File: config.mk
export PLATFORM = sky130hd
export DESIGN_NAME = ectil_cfg
export DESIGN_NICKNAME = d
export VERILOG_FILES = /design/src/rtl/core/ectil_pkg.sv /design/src/rtl/core/ectil_cfg.sv
export SDC_FILE = /design/constraint.sdc
export NUM_CORES = 1
export LEC_CHECK = 0
export BUFFER_PORTS_ARGS = -buffer_cell sky130_fd_sc_hd__buf_2
export CAP_MARGIN = 20
export CORE_ASPECT_RATIO = 1.75
export CORE_MARGIN = 5
export CORE_UTILIZATION = 25
export DETAILED_ROUTE_END_ITERATION = 16
export GPL_TIMING_DRIVEN = 0
export PLACE_DENSITY = 0.45
export SLEW_MARGIN = 15
export SYNTH_ARGS = -nofsm -noshare
export SYNTH_HDL_FRONTEND = slang
export SYNTH_SLANG_ARGS = --single-unit
File: constraint.sdc
create_clock -name clk -period 2.6 [get_ports clk]
set_input_delay 0.52 -clock clk [delete_from_list [all_inputs] [get_ports clk]]
set_output_delay 0.52 -clock clk [all_outputs]
set_load 0.02 [all_outputs]
File: src/rtl/core/ectil_pkg.sv
// Shared types and constants for the encoder count tracker.
package ectil_pkg;

  localparam int unsigned WORD_W   = 32;
  localparam int unsigned POS_W    = 56;
  localparam int unsigned PERIOD_W = 48;
  localparam int unsigned PROD_W   = 2 * WORD_W;
  localparam int unsigned GAIN_SHIFT = 16;
  localparam int unsigned ADDR_W   = 4;

  localparam logic [WORD_W-1:0] SCALE_RESET = 32'd16777216;
  localparam logic [WORD_W-1:0] GAIN_RESET  = 32'd65536;
  localparam logic [WORD_W-1:0] PRESET_RESET = '0;

  // Register word index, taken from paddr[3:2].
  typedef enum logic [1:0] {
    REG_INVERSE_SCALE = 2'd0,
    REG_PERIOD_GAIN   = 2'd1,
    REG_PRESET_VALUE  = 2'd2
  } reg_idx_t;

  typedef struct packed {
    logic signed [WORD_W-1:0] inverse_scale;
    logic        [WORD_W-1:0] period_gain;
    logic signed [WORD_W-1:0] preset_value;
  } cfg_t;

  // Tracker state as seen by the scaling stage.
  typedef struct packed {
    logic signed [WORD_W-1:0] net_count;
    logic signed [WORD_W-1:0] count_hold;
    logic signed [WORD_W-1:0] latch_hold;
    logic        [WORD_W-1:0] period_hold;
    logic                     index_armed;
    logic                     rising_armed;
    logic                     falling_armed;
    logic                     preset_pending;
  } trk_t;

endpackage

File: src/rtl/core/ectil_cfg.sv
// APB register file holding scale, gain and preset value.
module ectil_cfg (
  input  logic                             clk,
  input  logic                             rst,
  input  logic                             psel,
  input  logic                             penable,
  input  logic                             pwrite,
  input  logic [ectil_pkg::ADDR_W-1:0]     paddr,
  input  logic [ectil_pkg::WORD_W-1:0]     pwdata,
  output logic [ectil_pkg::WORD_W-1:0]     prdata,
  output logic                             pready,
  output ectil_pkg::cfg_t                  cfg
);

  logic                  wr_en;
  ectil_pkg::reg_idx_t   idx;

  assign pready = 1'b1;
  assign wr_en  = psel && penable && pwrite;
  assign idx    = ectil_pkg::reg_idx_t'(paddr[3:2]);

  always_ff @(posedge clk) begin
    if (rst) begin
      cfg.inverse_scale <= ectil_pkg::SCALE_RESET;
      cfg.period_gain   <= ectil_pkg::GAIN_RESET;
      cfg.preset_value  <= ectil_pkg::PRESET_RESET;
    end else if (wr_en) begin
      unique case (idx)
        ectil_pkg::REG_INVERSE_SCALE: cfg.inverse_scale <= pwdata;
        ectil_pkg::REG_PERIOD_GAIN:   cfg.period_gain   <= pwdata;
        ectil_pkg::REG_PRESET_VALUE:  cfg.preset_value  <= pwdata;
        default: ;
      endcase
    end
  end

  always_comb begin
    unique case (idx)
      ectil_pkg::REG_INVERSE_SCALE: prdata = cfg.inverse_scale;
      ectil_pkg::REG_PERIOD_GAIN:   prdata = cfg.period_gain;
      ectil_pkg::REG_PRESET_VALUE:  prdata = cfg.preset_value;
      default:                      prdata = '0;
    endcase
  end

endmodule

# After elaboration in Yosys (flattened, before gate mapping)
# Cells that the tools add are included.
[op_classes]
eq_ne = 2
n_mux = 1
n_reduce_logical = 6
[op_table]
columns = ["op", "count"]
rows = [
  ["$pmux 32 s3", 1],
  ["$reduce_and 2->1", 3],
  ["$eq 2x1->1 const B", 1],
  ["$eq 2x2->1 const B", 1],
  ["$logic_and 1x1->1", 2],
  ["$logic_not 2->1", 1],
]
[totals]
reg_bits = 96
inputBits = 41
word_cells = 12

# Longest topological paths before layout
[depth]
ltp_word = 3
ltp_mapped = 6
depth_no_buf = 3

# Least setup slack after synthesis
# OpenSTA, ideal clock, no wires.
[synth_path]
path_kind = "input to output"
startpoint = "input paddr[2] (netlist bit)"
endpoint = "output prdata[0] (netlist bit)"
arrival_ns = 1.553
required_time_ns = 2.080
path_slack_ns = 0.527
cell_stages = 4
n_path_buf = 2
cell_sequence = "buf_2 -> buf_2 -> mux2i_1 -> o21ai_0"
[synth_between]
elab_chain_len = 2
elab_cells_between_ends = 4
classes_between = "eq/ne (2); mux (1); reduce/logical (1)"
[synth_lines]
columns = ["item", "line", "rtl"]
rows = [
  ["start: declaration", "ectil_cfg.sv:8", "input logic [ectil_pkg::ADDR_W-1:0] paddr,"],
  ["$eq 2x2->1, or another cell as far along", "ectil_cfg.sv:38", "unique case (idx)"],
  ["$pmux 32 s3 (*)", "ectil_cfg.sv:38", ""],
  ["end: declaration", "ectil_cfg.sv:10", "output logic [ectil_pkg::WORD_W-1:0] prdata,"],
]
# Mark *: on every way between the ends. The rest lies on a longest branch, timed or not.

# Worst setup path after layout
[layout_path]
startpoint = "input paddr[3] (netlist bit)"
endpoint = "output prdata[26] (netlist bit)"
# Same word-level chain as after synthesis.

==> metrics.md <==
| Metric | Value |
|---|---|
| Outcome | `complete, no violations` |
| Global Route Usage Sum | `0.148` |
| Die X | `about 110 µm` |
| CTS tree | `built` |
| Post-synthesis cell count | `463` |
| Post-synthesis cell type count | `18` |
| Critical Path End Type | `primary output` |
| Area of the die | `roughly 21000 µm²` |
| Routed len/inst | `17.8 µm` |
| Die height | `188 µm` |
| Row count | `65` |
| # DRC | `0` |
| Fillers | `around 1900` |
| Slew Limit Headroom | `0.496` |
| Critical setup path kind | `input port to primary output` |
| Crit-path max cell delay | `0.34 ns` |
| Layout cells sized above 1 | `0.310` |
| Period minus WS final | `2.29 ns` |
| Commonest non-fill, non-tap cell in the layout | `buf_2` |
| Final Hold Viols | `0` |
| Cell family with most CP delay | `buffers and inverters` |
| CTS Buffer Depth | `2` |
| Max frequency | `0.436 GHz` |
| Port bufs | `163` |
| Starting Density | `0.252` |
| Vias per cell | `4.34` |
| Routability cong. | `roughly 0.74` |
| Least-Margin Pin Slew | `0.752 ns` |
| Post-synthesis net count | `504` |
| First-pass iteration count of the detailed router | `4` |
| Unrepaired setup endpoints after global routing | `false` |
| Max Cap Viol | `0` |
| DP Wirelength | `11900 µm` |
| Placed cells | `860` |
| CP arrival | `1.77 ns` |
| Area Overhead vs Synth | `30.6%` |
| Clock slew at reported path FFs | `0.07 ns` |
| Largest Register | `cfg` |
| Register area share after synthesis | `0.424` |
| Finished Core Util | `0.329` |
| Number of global-route vias before repair | `4106` |
| P per Cell Area | `a little over 500 nW/µm²` |
| Crit path buf inv count | `4` |
| Cell Chain, Critical Path | `buf_2 -> nor2b_1 -> buf_2 -> clkbuf_2 -> nand2_1 -> o21ai_0 -> buf_2` |
| Fin nets | `678` |
| ANT cells | `0` |
| Slowest-stage cell, CP | `clkbuf_2` |
| Overall routed net length | `15600 µm` |
| Post-route ant nets | `0` |
| TritonCTS buffer count | `9` |
| Fin crit share | `0.882` |
| Synthesis warning total | `0` |
| Most common cell on crit path | `buf_2` |
| First-pass GRT wire length | `23900 µm` |
| DRT iter0 DRCs | `96` |
| Req. time, crit path | `2.08 ns` |
| Worst Hold Class | `input port to flop` |
| Clock Skew | `0 ns` |
| Core area | `roughly 18000 µm²` |
| Htree depth | `3` |
| Post-CTS Setup Bufs | `0` |
| Total gr overflow | `0` |
| Final max-slew violation count | `0` |
| Tot Pwr | `between 3000 and 4000 µW` |
| CP startpoint kind | `input port` |
| Final setup viols | `0` |
| Fin cells | `876` |
| Post-synthesis area per instance | `9.79 µm²` |
| IO Pins | `170` |
| Worst-path fanout max | `10` |
| Synthesized area | `4530 µm²` |
| Largest net degree at the start of global routing | `17` |
| Top flop regs | `cfg x96` |
| VDD IR-drop max | `0.283 mV` |
| Initial antenna violation count | `0` |
| Max reg flops | `96` |
| Most frequent cells in the layout | `buf_2, mux2i_1, nand2b_1, dfxtp_1` |
| Clk sinks | `96` |
| Worst-Skew Late Latency | `around 0.33 ns` |
| Yosys reg bits | `96` |
| Root buf cell | `clkbuf_16` |
| Leakage | `between 0.002 and 0.003 µW` |
| Vias | `3802` |
-- kinds of logic after synthesis --
group           count (synthesis)  synth area share
simple gates                  169             0.216
mux                           128             0.283
flops                          96             0.424
buf+inv                        37            0.0411
compound gates                 32            0.0353
other cells                     1          0.000827
-- synthesized netlist by cell type (all sizes together) --
master | number | share of area
nor3b | 1 | 0.0017
nand2 | 32 | 0.026
o21ai | 32 | 0.035
nor3 | 1 | 0.0022
conb | 1 | 0.00083
or3 | 1 | 0.0014
buf | 16 | 0.024
or3b | 1 | 0.0019
dfxtp | 96 | 0.42
nor2b | 1 | 0.0014
nand2b | 126 | 0.17
mux2i | 128 | 0.28
clkbuf | 21 | 0.017
nor2 | 4 | 0.0033
nand3 | 1 | 0.0011
nand4 | 1 | 0.0028
-- power breakdown --
part	internal, µW	switching (µW)
Clock	655	574
Sequential	1490	16.8
Combinational	118	179
Total	2260	769
-- through the flow --
step / cell area (µm²) / setup TNS, ns / worst slack [ns] / hold WS (ns)
finish: 5920 / 0 / 0.308 / 0.471
floorplan: 4530 / 0 / 0.527 / 0.557
global route: 5920 / 0 / 0.129 / 0.459
detailed placement: 5640 / -0.000583 / -0.000583 / 0.478
global placement: 5640 / -0.0429 / -0.0133 / 0.473
CTS: 5920 / 0 / 0.0661 / 0.457
-- worst reg2reg max path: stages, from the launching register on --
cell	delay, ns
dfxtp_1	0.40
nand2b_1	0.08
mux2i_1	0.12
-- path summary, 6_finish.rpt --
| check | startpoint | endpoint | slack [ns] | cells past startpoint |
|---|---|---|---|---|
| worst min-delay path | pwdata[24] | cfg[88] | 0.47 | 3 |
| worst max-delay path | paddr[3] | prdata[26] | 0.31 | 7 |
| worst min register to register | cfg[74] | cfg[74] | 0.49 | 2 |
| worst max register to register | cfg[35] | cfg[35] | 1.94 | 2 |
-- layout make-up --
cell class	count	area, µm²	area share
multi-input combinational	330	2420	0.410
sequential	96	1920	0.325
timing repair buffer	163	816	0.138
tap	234	293	0.0495
clock buffer	10	229	0.0387
buffer	37	190	0.0321
clock inverter	6	43.8	0.00740
-- timing repair --
action / in CTS / in global routing
hold buffers: 0 / 0
pin swaps: 0 / 0
hold endpoints to repair: 0 / 0
endpoints found under the setup margin: 1 / 16
resized for setup: 1 / 4
-- per-layer routing --
layer	share of wire	up-vias	global-route usage
met5	0	-	0
met4	0.023	0	0.0511
met3	0.035	17	0.0236
met2	0.55	98	0.286
met1	0.39	1796	0.158
li1	-	1891	-
No activity file was read; power rests on OpenSTA's default activity.
