`config.mk`:
```
export PLATFORM = sky130hd
export DESIGN_NAME = ectil_track_flat
export DESIGN_NICKNAME = d
export VERILOG_FILES = /design/src/rtl/core/ectil_pkg.sv /design/src/rtl/core/ectil_if.sv /design/src/rtl/core/ectil_track.sv /design/src/flat_wrapper.sv
export SDC_FILE = /design/constraint.sdc
export NUM_CORES = 1
export LEC_CHECK = 0
export BUFFER_PORTS_ARGS = -buffer_cell sky130_fd_sc_hd__buf_4
export CORE_MARGIN = 10
export CORE_UTILIZATION = 53
export DETAILED_ROUTE_END_ITERATION = 7
export GPL_TIMING_DRIVEN = 0
export PLACE_DENSITY = 0.81
export SETUP_SLACK_MARGIN = 0.05
export SYNTH_ARGS = -nofsm -noshare
export SYNTH_HDL_FRONTEND = slang
export SYNTH_SLANG_ARGS = --single-unit
```
`constraint.sdc`:
```
create_clock -name clk -period 6 [get_ports clk]
set_input_delay 0.3 -clock clk [delete_from_list [all_inputs] [get_ports clk]]
set_output_delay 0.3 -clock clk [all_outputs]
set_load 0.02 [all_outputs]
```
`src/rtl/core/ectil_pkg.sv`:
```
// Shared types and constants for the encoder count tracker.
package ectil_pkg;

  localparam int unsigned WORD_W   = 32;
  localparam int unsigned POS_W    = 56;
  localparam int unsigned PERIOD_W = 48;
  localparam int unsigned PROD_W   = 2 * WORD_W;
  localparam int unsigned GAIN_SHIFT = 16;
  localparam int unsigned ADDR_W   = 4;

  localparam logic [WORD_W-1:0] SCALE_RESET = 32'd16777216;
  localparam logic [WORD_W-1:0] GAIN_RESET  = 32'd65536;
  localparam logic [WORD_W-1:0] PRESET_RESET = '0;

  // Register word index, taken from paddr[3:2].
  typedef enum logic [1:0] {
    REG_INVERSE_SCALE = 2'd0,
    REG_PERIOD_GAIN   = 2'd1,
    REG_PRESET_VALUE  = 2'd2
  } reg_idx_t;

  typedef struct packed {
    logic signed [WORD_W-1:0] inverse_scale;
    logic        [WORD_W-1:0] period_gain;
    logic signed [WORD_W-1:0] preset_value;
  } cfg_t;

  // Tracker state as seen by the scaling stage.
  typedef struct packed {
    logic signed [WORD_W-1:0] net_count;
    logic signed [WORD_W-1:0] count_hold;
    logic signed [WORD_W-1:0] latch_hold;
    logic        [WORD_W-1:0] period_hold;
    logic                     index_armed;
    logic                     rising_armed;
    logic                     falling_armed;
    logic                     preset_pending;
  } trk_t;

endpackage

```
`src/rtl/core/ectil_if.sv`:
```
// Request and result channel interfaces for the encoder count tracker.
interface ectil_in_if;
  logic                                 valid;
  logic                                 ready;
  logic                                 link_operational;
  logic signed [ectil_pkg::WORD_W-1:0]  counter_word;
  logic signed [ectil_pkg::WORD_W-1:0]  latch_word;
  logic        [ectil_pkg::WORD_W-1:0]  period_word;
  logic                                 index_latched;
  logic                                 external_latched;
  logic                                 preset_done;
  logic                                 clear_request;
  logic                                 arm_index;
  logic                                 arm_rising;
  logic                                 arm_falling;
  logic                                 preset_request;

  modport source (
    output valid, link_operational, counter_word, latch_word, period_word,
           index_latched, external_latched, preset_done, clear_request,
           arm_index, arm_rising, arm_falling, preset_request,
    input  ready
  );
  modport sink (
    input  valid, link_operational, counter_word, latch_word, period_word,
           index_latched, external_latched, preset_done, clear_request,
           arm_index, arm_rising, arm_falling, preset_request,
    output ready
  );
endinterface


```
`src/rtl/core/ectil_track.sv`:
```
// Count tracking stage: arming, rebasing, net count and hold registers.
module ectil_track (
  input  logic             clk,
  input  logic             rst,
  ectil_in_if.sink         item,
  input  logic             advance,
  output logic             trk_valid,
  output ectil_pkg::trk_t  trk
);

  logic                                accept;
  logic                                first_pass, first_pass_next;
  logic                                was_operational, was_operational_next;
  logic signed [ectil_pkg::WORD_W-1:0] previous_count, previous_count_next;
  logic signed [ectil_pkg::WORD_W-1:0] base;
  logic                                zero_acc;
  ectil_pkg::trk_t                     trk_next;

  // Take a request whenever the stage is empty or drains this cycle.
  assign item.ready = !trk_valid || advance;
  assign accept     = item.valid && item.ready;

  always_comb begin
    trk_next                = trk;
    first_pass_next         = first_pass;
    was_operational_next    = was_operational;
    previous_count_next     = previous_count;
    base                    = previous_count;
    zero_acc                = 1'b0;

    trk_next.index_armed    = trk.index_armed    | item.arm_index;
    trk_next.rising_armed   = trk.rising_armed   | item.arm_rising;
    trk_next.falling_armed  = trk.falling_armed  | item.arm_falling;
    trk_next.preset_pending = trk.preset_pending | item.preset_request;

    if (!item.link_operational) begin
      was_operational_next = 1'b0;
    end else begin
      if (!was_operational || item.preset_done) begin
        base = item.counter_word;
      end
      if (item.preset_done) begin
        trk_next.preset_pending = 1'b0;
      end
      if (!trk_next.preset_pending) begin
        trk_next.count_hold  = item.counter_word;
        trk_next.period_hold = item.period_word;
      end
      if (first_pass || item.clear_request) begin
        first_pass_next = 1'b0;
        base            = item.counter_word;
        zero_acc        = 1'b1;
      end
      // A valid latch rebases to the latched word.
      if (item.external_latched) begin
        trk_next.latch_hold    = item.latch_word;
        base                   = item.latch_word;
        zero_acc               = 1'b1;
        trk_next.rising_armed  = 1'b0;
        trk_next.falling_armed = 1'b0;
      end
      if (item.index_latched) begin
        trk_next.latch_hold  = item.latch_word;
        base                 = item.latch_word;
        zero_acc             = 1'b1;
        trk_next.index_armed = 1'b0;
      end
      trk_next.net_count   = (zero_acc ? '0 : trk.net_count) + item.counter_word - base;
      previous_count_next  = item.counter_word;
      was_operational_next = 1'b1;
    end
  end

  always_ff @(posedge clk) begin
    if (rst) begin
      trk_valid       <= 1'b0;
      trk             <= '0;
      first_pass      <= 1'b1;
      was_operational <= 1'b0;
      previous_count  <= '0;
    end else begin
      if (item.ready) begin
        trk_valid <= item.valid;
      end
      if (accept) begin
        trk             <= trk_next;
        first_pass      <= first_pass_next;
        was_operational <= was_operational_next;
        previous_count  <= previous_count_next;
      end
    end
  end

endmodule

```
`src/flat_wrapper.sv`:
```
// flat-port wrapper written by rule: the top's interface ports become plain ports
module ectil_track_flat 
  (clk, rst, advance, trk_valid, trk, item_valid, item_link_operational, item_counter_word, item_latch_word, item_period_word, item_index_latched, item_external_latched, item_preset_done, item_clear_request, item_arm_index, item_arm_rising, item_arm_falling, item_preset_request, item_ready);
  ectil_in_if item_i ();
  input  logic clk;
  input  logic rst;
  input  logic advance;
  output logic trk_valid;
  output ectil_pkg::trk_t trk;
  input wire logic [$bits(item_i.valid)-1:0] item_valid;
  input wire logic [$bits(item_i.link_operational)-1:0] item_link_operational;
  input wire logic [$bits(item_i.counter_word)-1:0] item_counter_word;
  input wire logic [$bits(item_i.latch_word)-1:0] item_latch_word;
  input wire logic [$bits(item_i.period_word)-1:0] item_period_word;
  input wire logic [$bits(item_i.index_latched)-1:0] item_index_latched;
  input wire logic [$bits(item_i.external_latched)-1:0] item_external_latched;
  input wire logic [$bits(item_i.preset_done)-1:0] item_preset_done;
  input wire logic [$bits(item_i.clear_request)-1:0] item_clear_request;
  input wire logic [$bits(item_i.arm_index)-1:0] item_arm_index;
  input wire logic [$bits(item_i.arm_rising)-1:0] item_arm_rising;
  input wire logic [$bits(item_i.arm_falling)-1:0] item_arm_falling;
  input wire logic [$bits(item_i.preset_request)-1:0] item_preset_request;
  output wire logic [$bits(item_i.ready)-1:0] item_ready;
  assign item_i.valid = item_valid;
  assign item_i.link_operational = item_link_operational;
  assign item_i.counter_word = item_counter_word;
  assign item_i.latch_word = item_latch_word;
  assign item_i.period_word = item_period_word;
  assign item_i.index_latched = item_index_latched;
  assign item_i.external_latched = item_external_latched;
  assign item_i.preset_done = item_preset_done;
  assign item_i.clear_request = item_clear_request;
  assign item_i.arm_index = item_arm_index;
  assign item_i.arm_rising = item_arm_rising;
  assign item_i.arm_falling = item_arm_falling;
  assign item_i.preset_request = item_preset_request;
  assign item_ready = item_i.ready;
  ectil_track u_core (.clk(clk), .rst(rst), .item(item_i), .advance(advance), .trk_valid(trk_valid), .trk(trk));
endmodule
```
# ---- Yosys cells after proc, flatten, opt, wreduce, memory -nomap -nowiden
# Index checks and enable logic that the tools add are counted.
# W data, S select, Z words.
dict set report word_totals {
  ff_bits 167
  in_bits 109
  output_inout_bits 134
  elab_cells 48
}
dict set report classes {
  add_sub_neg 2
  mux 18
  n_bitwise 5
  n_reduce_logical 11
}
# op n
set op_table {}
lappend op_table {{$mux W32} 8}
lappend op_table {{$add A32 B32 Y32} 1}
lappend op_table {{$sub A32 B32 Y32} 1}
lappend op_table {{$reduce_and A3 Y1} 3}
lappend op_table {{$mux W1} 8}
lappend op_table {{$mux W4} 1}
lappend op_table {{$or A1 B1 Y1} 4}
lappend op_table {{$logic_or A1 B1 Y1} 3}
lappend op_table {{$logic_not A1 Y1} 2}
lappend op_table {{$mux W2} 1}
lappend op_table {{$reduce_and A2 Y1} 1}
lappend op_table {{$reduce_bool A2 Y1} 1}
lappend op_table {{$logic_and A1 B1 Y1} 1}
lappend op_table {{$not A1 Y1} 1}

# ---- Depth between registers and ports, before layout
dict set report logic_depth {
  word_depth 8
  depth_mapped 17
  mapped_depth_nobuf 15
}

# ---- Worst setup path after synthesis
# OpenSTA, ideal clock, no wires.
dict set report synth_path {
  path_type {register to register}
  startpoint {reg u_core.first_pass}
  endpoint {reg u_core.trk[130] (netlist name)}
  setup_ps 133
  arrival_ps 4134
  required_ps 5867
  setup_slack_ps 1733
  path_stages_with_launch 17
  path_buffers 2
  period_less_slack_ps 4267
  cell_sequence {dfxtp_1 -> nor4b_1 -> clkbuf_1 -> clkbuf_1 -> mux2i_1 -> nand2_1 -> o21ai_0 -> fa_1 -> ha_1 -> a21o_1 -> a221o_1 -> a221o_1 -> a21oi_2 -> o21ai_2 -> a41oi_1 -> xor2_1 -> a21oi_1}
}
dict set report synth_between {
  elab_chain_cells 8
  elab_cells_between_ends 12
  cone_classes {add/sub (2); mux (9); reduce/logical (1)}
}
# element line_no
set synth_lines {}
lappend synth_lines {{from (decl)} ectil_track.sv:12} ;# logic first_pass, first_pass_next;
lappend synth_lines {{from (signal assigned)} ectil_track.sv:87} ;# first_pass <= first_pass_next;
lappend synth_lines {{$logic_or A1 B1 Y1 *} ectil_track.sv:49} ;# if (first_pass || item.clear_request) begin
lappend synth_lines {{$mux W1} ectil_track.sv:49}
lappend synth_lines {{$mux W1} ectil_track.sv:55} ;# if (item.external_latched) begin
lappend synth_lines {{$mux W1} ectil_track.sv:62} ;# if (item.index_latched) begin
lappend synth_lines {{$mux W1} ectil_track.sv:36} ;# if (!item.link_operational) begin
lappend synth_lines {{$mux W32} ectil_track.sv:68} ;# trk_next.net_count = (zero_acc ? '0 : trk.net_count) + item.counter_word - base;
lappend synth_lines {{$add A32 B32 Y32} ectil_track.sv:68}
lappend synth_lines {{$sub A32 B32 Y32 *} ectil_track.sv:68}
# Mark *: on every way between the ends. The rest lies on a longest branch, timed or not. The select of a mux whose other input is x is not followed.
# A chain may end at the register's enable or synchronous reset.

# ---- Worst setup path in the final report
dict set report layout_path {
  startpoint {reg u_core.first_pass}
  endpoint {reg u_core.trk[130] (netlist name)}
}
dict set report layout_between {
  elab_chain_cells 8
  elab_cells_between_ends 12
  cone_classes {add/sub (2); mux (9); reduce/logical (1)}
}
# element line_no
set layout_lines {}
lappend layout_lines {{$logic_or A1 B1 Y1 *} ectil_track.sv:49}
lappend layout_lines {{$mux W1} ectil_track.sv:49}
lappend layout_lines {{$mux W1} ectil_track.sv:55}
lappend layout_lines {{$mux W1} ectil_track.sv:62}
lappend layout_lines {{$mux W1} ectil_track.sv:36}
lappend layout_lines {{$mux W32} ectil_track.sv:68}
lappend layout_lines {{$add A32 B32 Y32} ectil_track.sv:68}
lappend layout_lines {{$sub A32 B32 Y32 *} ectil_track.sv:68}
# Marks and branches as above.

==> run_results.csv <==
group,metric,value,unit
status,outcome,"complete, no violations",
hold_path,holdCritPathClass,"in -> reg",
global_routing,grt_pass1_vias,8775,
cts,cts_buffers,17,
cts,ctsHoldBuffers,0,
floorplan,ioPinCount,243,
timing,finalClockSkew,9.23,ps
global_routing,grt_start_max_net_pins,17,
cts,cts_tree,"built",
timing,fin_hold_ws,95.6,ps
setup_path,worstSetupStartpointType,"register",
timing,post_route_fraction_of_the_period_consumed_by_the_critical_path,90.4,%
power_and_ir_drop,lkg_pwr,4.84,nW
synthesis,synthesis.instances,1126,
timing,setup_viol,0,
hold_path,worst_hold_path.num_cells,2,
global_routing,grt_overflow_total,0,
layout,layout.cell_area.non_filler,11500,um2
setup_path,crit_type,"reg -> reg",
floorplan,placementRows,47,
synthesis,post_synth_instance_area,8840,um2
setup_path,cpPeakStageDelay,610,ps
synthesis,ys_seq_elements,167,
timing,final.min_clock_period,5430,ps
timing,final_critical_path_setup_slack,575,ps
global_routing,number_of_antenna_violations_at_the_first_check_in_global_routing,0,
synthesis,yosysTopAreaCellShare,37.8,%
global_routing,globalRouteTotalUtil,27.2,%
cts,post_cts.repair.setup_buffers,0,
setup_path,critical_path.slowest_cell,"sky130_fd_sc_hd__clkbuf_1",
cts,clk_transition_reported_paths,60,ps
setup_path,r2r_slack,570,ps
synthesis,post_synth.cell_area_avg,7.85,um2
synthesis,post_synth_num_cell_types,60,
power_and_ir_drop,power.density_cell_area,269,nW/um2
setup_path,worst_path_required,6300,ps
setup_path,number_of_buffer_and_inverter_stages_on_the_critical_path,2,
floorplan,floorplan.initialDensity,53.7,%
synthesis,yosys.cell_count.top_type,"sky130_fd_sc_hd__nand2_1",
setup_path,family_with_the_most_delay_on_the_worst_path,"compound AO/OA/AOI/OAI gates",
drt,detail_route.first_pass.iterations,5,
layout,final_net_count,1558,
setup_path,end_kind,"register",
setup_path,critical_path_peak_fanout,10,
synthesis,synthTopCellsByArea,"sky130_fd_sc_hd__dfxtp_1, sky130_fd_sc_hd__nand2_1, sky130_fd_sc_hd__a21oi_1",
layout,syn_to_final_growth,30.2,%
hold_path,worst_hold_startpoint,"item_external_latched",
cts,cts_num_sinks,167,
synthesis,synth_enable_flop_cells,0,
setup_path,regToRegStartpoint,"u_core.first_pass",
drt,via_count,9079,
cts,ctsLongestPathBuffers,2,
synthesis,synth.yosys.seq_area_share,37.8,%
layout,share_of_final_layout_standard_cells_stronger_than_drive_strength_1,20.2,%
timing,setup_repair_after_global_routing_missed_its_margin,"no",
place,detailedPlacementHpwl,24700,um
setup_path,timing.critical_path.arrival,5720,ps
timing,hold_viol,0,
drt,via_per_inst,5.61,
layout,ff_latch_area,3340,um2
setup_path,r2r_end,"u_core.trk[130]",
place,placed_cell_area,10900,um2
timing,slew_viol_final,0,
floorplan,horizontal_extent_of_the_die,149,um
global_routing,grt_pass1_wl,47400,um
drt,route.antenna.remaining_nets,0,
power_and_ir_drop,max-vdd-ir-drop,238,uV
hold_path,worstHoldEndpoint,"u_core.trk[2]",
timing,worst_slew_pin_tran,1240,ps
cts,htree_levels,4,
drt,postRouteWirelength,31400,um
place,io_buffer_count,241,
setup_path,path_depth,16,
synthesis,ys_dominant_reg_cell,"sky130_fd_sc_hd__dfxtp_1",
floorplan,fp.dieH,149,um
drt,average_wire_per_standard_cell,19.4,um
setup_path,ordered_cell_list_for_the_critical_path,"nor4b_1, clkbuf_1, clkbuf_1, mux2i_1, nand2_1, o21ai_0, fa_1, ha_1, a21o_1, a221o_1, a221o_1, a21oi_2, o21ai_2, a41oi_1, xor2_1, a21oi_1",
floorplan,floorplan.die_area,22200,um2
synthesis,synth_fp_nets,1298,
synthesis,yosys.area.top_type,"sky130_fd_sc_hd__dfxtp_1",
floorplan,core_region_area,16500,um2
synthesis,yosysWarningCount,0,
synthesis,synthArstFlopShare,0,%
timing,setup_total_negative_slack,0,ps
layout,num-fill-cells,1395,
place,place.gp.congestion,0.901,
timing,fmax,184,MHz
timing,timing.slew.headroom,16.7,%
cts,worstSkewPairLatency,430,ps
drt,drt_iter0_markers,634,
layout,multi_input_area,5180,um2
drt,post-route-drc-count,0,
setup_path,worst_r2r_path_depth,16,
layout,antenna_cells,0,
run,max_cap_violations,0,
cts,ctsResizeCount,0,
cts,cts-root-buf,"sky130_fd_sc_hd__clkbuf_16",
synthesis,synth_top_cells_by_count,"sky130_fd_sc_hd__nand2_1, sky130_fd_sc_hd__a21oi_1, sky130_fd_sc_hd__dfxtp_1",
place,dpl_worst_slack,649,ps
where the power goes:
group / switching (mW) / internal [mW] / leakage [nW] / total (mW)
clock network: 0.476 / 0.629 / 0.286 / 1.10
registers: 0.0418 / 1.17 / 1.36 / 1.21
logic: 0.471 / 0.312 / 3.20 / 0.782
total: 0.988 / 2.11 / 4.84 / 3.10
cells in the final DEF (no fill, tap or decap), types with 17 or more instances in the layout:
cell and instances:
sky130_fd_sc_hd__nor2_1 28, sky130_fd_sc_hd__fa_1 31, sky130_fd_sc_hd__mux2i_1 33, sky130_fd_sc_hd__ha_1 32
sky130_fd_sc_hd__and2_1 33, sky130_fd_sc_hd__nand2_1 351, sky130_fd_sc_hd__a21o_1 17, sky130_fd_sc_hd__clkbuf_1 66
sky130_fd_sc_hd__dfxtp_1 167, sky130_fd_sc_hd__clkbuf_16 17, sky130_fd_sc_hd__buf_4 241, sky130_fd_sc_hd__o21ai_0 45
sky130_fd_sc_hd__xnor2_1 18, sky130_fd_sc_hd__a21oi_1 188
stage by stage:
stage | instances | utilization, % | power (mW)
global placement | 1587 | 66.3 | 1.99
global route | 1618 | 69.9 | 3.22
CTS | 1618 | 69.9 | 3.10
detailed placement | 1587 | 66.3 | 2.00
finish | 1618 | 69.9 | 3.10
floorplan | 1126 | - | 1.70
layer usage:
metal	GRT usage (%)	up-vias	part of all wire [%]	wire length, um
met2	44.9	441	48	15100
met3	7.43	76	9.9	3110
met5	0	-	0	0
li1	-	4320	-	-
met4	12.6	0	3.6	1130
met1	32.1	4242	38	12000
worst max-delay path by stage:
stage,to,startpoint
final,u_core.trk[130],u_core.first_pass
after global routing,u_core.trk[130],u_core.first_pass
after CTS,u_core.trk[130],u_core.first_pass
after detailed placement,u_core.trk[130],item_clear_request
after global placement,u_core.trk[130],item_clear_request
after floorplan,u_core.trk[130],u_core.first_pass
sequential cells by signal (all words and copies together) (netlist names):
name	count
u_core.trk	132
u_core.was_operational	1
u_core.first_pass	1
u_core.trk_valid	1
u_core.previous_count	32
cell type report:
class	count	area share, %
inverters	14	0.457
clock buffers	19	3.85
flip-flops and latches	167	29.1
multi-input cells	874	45.0
clock inverters	12	1.23
well taps	220	2.39
plain buffers	71	2.32
repair buffers	241	15.7
kinds of logic after synthesis:
family,count (synthesis),synth area share [%]
fa+ha+maj,63,11.6
flops,167,37.8
buf+inv,85,3.61
xor+xnor,25,2.48
compound gates,298,19.4
mux,33,3.74
simple gates,455,21.4
Power figures use the tool's default switching activity.
